**src/rtl/rles_pkg.sv**
```systemverilog
// shared constants, codes and types for the row lane edge scan block
// no dependencies; imported by rles_ratio_cmp and row_lane_edge_scan
`timescale 1ns / 1ps

package rles_pkg;

   // image geometry and pair spacing
   localparam int ROWS     = 120;
   localparam int COLS     = 188;
   localparam int PAIR_GAP = 5;
   localparam int CENTER   = (COLS - 1) / 2;

   // field widths
   localparam int ROW_W = 7;
   localparam int COL_W = 8;
   localparam int PIX_W = 8;
   localparam int THR_W = 8;

   // frame store geometry
   localparam int FRAME_DEPTH = ROWS * COLS;
   localparam int FRAME_AW    = $clog2(FRAME_DEPTH);

   // item modes
   localparam logic [1:0] MODE_PIXEL = 2'd0;
   localparam logic [1:0] MODE_WIDTH = 2'd1;
   localparam logic [1:0] MODE_SCAN  = 2'd2;

   // register indexes
   localparam int CSR_IDX_W = 1;
   localparam logic [CSR_IDX_W-1:0] CSR_RIGHT_THR = 1'b0;
   localparam logic [CSR_IDX_W-1:0] CSR_LEFT_THR  = 1'b1;

   typedef enum logic [2:0] {
      ST_IDLE,
      ST_RIGHT,
      ST_LEFT,
      ST_MIDDLE,
      ST_RESULT
   } state_type;

endpackage

```
**src/rtl/rles_ratio_cmp.sv**
```systemverilog
// shared contrast ratio compare: 100*(a-b) < thr*(a+b), exact over the integers
// depends on rles_pkg for pixel and threshold widths
`timescale 1ns / 1ps

module rles_ratio_cmp import rles_pkg::*; (
   input  logic [PIX_W-1:0]        pix_a,
   input  logic [PIX_W-1:0]        pix_b,
   input  logic signed [THR_W-1:0] thr,
   output logic                    below
);

   logic signed [PIX_W+1:0]  diff;
   logic [PIX_W:0]           sum;
   logic signed [PIX_W+8:0]  lhs;
   logic signed [PIX_W+9:0]  rhs;

   always_comb begin
      diff  = $signed({2'b00, pix_a}) - $signed({2'b00, pix_b});
      sum   = {1'b0, pix_a} + {1'b0, pix_b};
      lhs   = (PIX_W+9)'(diff) * (PIX_W+9)'(100);
      rhs   = (PIX_W+10)'(thr) * $signed({9'b0, sum});
      // a zero sum gives 0 < 0, so it never matches
      below = (PIX_W+10)'(lhs) < rhs;
   end

endmodule

```
**config.mk**
```make
export PLATFORM = sky130hd
export DESIGN_NAME = rles_ratio_cmp
export DESIGN_NICKNAME = d
export VERILOG_FILES = /design/src/rtl/rles_pkg.sv /design/src/rtl/rles_ratio_cmp.sv
export SDC_FILE = /design/constraint.sdc
export NUM_CORES = 1
export LEC_CHECK = 0
export ABC_AREA = 1
export BUFFER_PORTS_ARGS = -buffer_cell sky130_fd_sc_hd__buf_2
export CORE_MARGIN = 2
export CORE_UTILIZATION = 53
export DETAILED_ROUTE_END_ITERATION = 10
export GPL_TIMING_DRIVEN = 0
export PLACE_DENSITY = 0.84
export SYNTH_ARGS = -nofsm -noshare
export SYNTH_HDL_FRONTEND = slang
export SYNTH_SLANG_ARGS = --single-unit
```
**constraint.sdc**
```tcl
create_clock -name vclk -period 8.4
set_clock_uncertainty 0.1 [all_clocks]
set_input_delay 1.68 -clock vclk [all_inputs]
set_output_delay 1.68 -clock vclk [all_outputs]
set_load 0.02 [all_outputs]
```
; Yosys cells after proc, flatten, opt, wreduce, memory -nomap -nowiden
; Cells that the tools add are included.
[totals]
output_inout_bits = 1
in_bits = 24
word_cells = 5
ff_bits = 0
[classes]
n_mul = 2
add_sub_neg = 2
n_lt_le_gt_ge = 1
[op_table]
columns = op, count
row1 = $lt A17 B18 Y1, 1
row2 = $mul A8 B10 Y18, 1
row3 = $mul A9 B6 Y15 const B, 1
row4 = $add A8 B8 Y9, 1
row5 = $sub A8 B8 Y9, 1

; Logic depth before layout (Yosys ltp)
[depth]
word_depth = 3
ltp_mapped = 37

; Worst setup path before layout
; Ideal clock, no wire load.
[synth_path]
path_type = input to output
from = input pix_a[0]
to = output below
stages = 29
path_slack_ns = -0.333
t_arrival_ns = 6.953
n_path_buf = 0
path_cell_list = ha_1 > fa_1 > nand3_1 > nand2_1 > xor2_1 > inv_1 > nor2_1 > fa_1 > fa_1 > fa_1 > inv_1 > fa_1 > inv_1 > ha_1 > a21oi_1 > o21ai_0 > a21oi_1 > nand2_1 > nand2_1 > nand2_1 > ha_1 > nand2_1 > nor2_1 > nand2_1 > inv_1 > nand4_1 > nand3_1 > nand2_1 > nand2_1
[synth_between]
elab_chain_len = 3
word_cells_on_any_way = 5
[synth_lines]
columns = item, line_no
row1 = from (decl), rles_ratio_cmp.sv:6  ; input logic [PIX_W-1:0] pix_a,
row2 = $add A8 B8 Y9 or $sub A8 B8 Y9 (tied branches), "rles_ratio_cmp.sv:19, rles_ratio_cmp.sv:18"
row3 = $mul A8 B10 Y18 or $mul A9 B6 Y15 (tied branches), "rles_ratio_cmp.sv:21, rles_ratio_cmp.sv:20"
row4 = $lt A17 B18 Y1 (*), rles_ratio_cmp.sv:23  ; below = (PIX_W+10)'(lhs) < rhs;
row5 = to (decl), rles_ratio_cmp.sv:9  ; output logic below
; Every way passes the cells marked *; elsewhere a longest branch is shown, timed or not.

; Worst setup path after layout
; Same ends and word-level chain as after synthesis.

==> impl_metrics.json <==
{
  "outcome": "finished, violations left",
  "violations": "setup timing",
  "place_hpwl_um": 8920,
  "overflow": 0,
  "fin_util_pct": 64.4,
  "yosys_warnings": 0,
  "area_delta_synth_final_pct": 18.6,
  "ioPinCount": 25,
  "nClkBuffers": 0,
  "dieWidth_um": 95.5,
  "ys_seq_area_share_pct": 0,
  "crit_fanout": 5,
  "holdWs_ns": 3.91,
  "place_inst": 738,
  "routed_wl_um": 11100,
  "avgSynthCellArea_um2": 7.30,
  "final_nets": 827,
  "grtUsageTotal_pct": 24.2,
  "wl_per_cell_um": 14.8,
  "postRouteAntennaNets": 0,
  "finalCritPeriodShare_pct": 108,
  "timing.final.ws_setup_ns": -0.709,
  "post-route-min-period_ns": 9.11,
  "critPathMaxStageDelay_ns": 0.54,
  "vias": 4104,
  "vias_per_cell": 5.48,
  "grt_max_degree": 10,
  "setup_viol": 1,
  "drv_slew": 0,
  "drive_above_1_share_pct": 18.5,
  "grt_pass1_wl_um": 17900,
  "netlist_top_cells_count": "141 x inv_1, 109 x nand2_1, 105 x ha_1",
  "grt_setup_unrepaired": "true",
  "core_um2": 8180,
  "worst_path_max_delay_cell": "fa_1",
  "crit_type": "input port to output pin",
  "critPathArrivalTime_ns": 7.33,
  "die_area_um2": 9120,
  "seq_area_um2": 0,
  "syn-num-nets": 789,
  "tightest_slew_ns": 0.741,
  "stdcell_count": 749,
  "netlist_area_um2": 4440,
  "drc_errors": 0,
  "grt_pass1_vias": 4018,
  "die_y_um": 95.5,
  "finalHoldViolations": 0,
  "critPathBufInv": 7,
  "cp_data_required_time_ns": 6.62,
  "synth_area_leaders": "ha_1 30%, fa_1 23%, inv_1 12%",
  "worstHoldPathType": "input port to output pin",
  "slew_headroom_pct": 50.1,
  "dr.pass1.iters": 5,
  "rows": 33,
  "worstSetupEndpoint": "below",
  "initialDrtViolationCount": 257,
  "diodes": 0,
  "ys_types": 31,
  "maxCapViolCount": 0,
  "path_delay_family": "adder cells",
  "yosysMostFrequentCell": "inv_1",
  "cts-hold-fix-buffers": 0,
  "port_buffers": 25,
  "endpoint_kind": "output pin",
  "path_depth": 31,
  "seq_cell_count": 0,
  "start_util_pct": 54.3,
  "netlist_instances": 608,
  "synth_top_cell_by_area": "ha_1",
  "critPathMostFrequentCell": "nand2_1",
  "start_kind": "input port",
  "grt_antenna_before_repair": 0,
  "fmax_mhz": 110,
  "globalplace.congestion": 0.916,
  "critPathLaunch": "pix_a[0]",
  "synth_top_area_share_pct": 29.6
}
## metal layers
metal / vias to the layer above / GRT usage, % / routed length [um]
li1: 1967 / - / -
met1: 1940 / 30.7 / 4420
met2: 166 / 43.9 / 5790
met3: 31 / 1.98 / 560
met4: 0 / 6.79 / 314
met5: - / 0 / 0
## area by class of cell
type	instances	area, um^2
fill	668	2910
inverter	146	553
buffer	4	33.8
tap	105	131
timing repair buffer	37	254
multi-input combinational	457	4290
## timing repair
action / in CTS / in global routing
setup buffers: 11 / 1
setup endpoints to repair: 1 / 1
resized for setup: 44 / 28
pin swaps: 51 / 19
## through the flow
| stage | TNS (ns) | worst slack (ns) | area (um^2) |
|---|---|---|---|
| floorplan | 0 | 0.00497 | 4560 |
| global placement | -0.863 | -0.863 | 4820 |
| detailed placement | -0.944 | -0.944 | 4820 |
| CTS | -0.510 | -0.510 | 5120 |
| global route | -0.952 | -0.952 | 5270 |
| finish | -0.709 | -0.709 | 5270 |
## cell usage in the layout, fill, tap and decap left out, drive strengths merged, types with 4 or more instances in the layout
cell and n:
buf 39, nand3 27, o21ai 9, a21oi 40, nand2 115, nand4 4
fa 52, a21o 4, xor2 17, xnor2 10, nor2 61, ha 105
inv 146, o21bai 4
## logic make-up (layout without fill, tap and decap cells)
group | Yosys count | count (layout) | synth area share, %
compound gates | 62 | 62 | 8.68
xor+xnor | 27 | 27 | 5.50
fa+ha+maj | 157 | 157 | 53.0
buf+inv | 151 | 187 | 13.2
simple gates | 211 | 211 | 19.6
## worst min-delay path by stage
stage	startpoint	to	slack [ns]	depth (start not counted)
finish	thr[0]	below	3.91	6
global route	thr[0]	below	3.96	6
CTS	thr[0]	below	3.91	6
detailed placement	thr[0]	below	3.92	6
global placement	thr[0]	below	3.92	7
floorplan	thr[0]	below	3.61	5
Power is left out: the tool's default activity adds up to more than one toggle a clock period on the data nets, which glitch-free logic cannot reach.
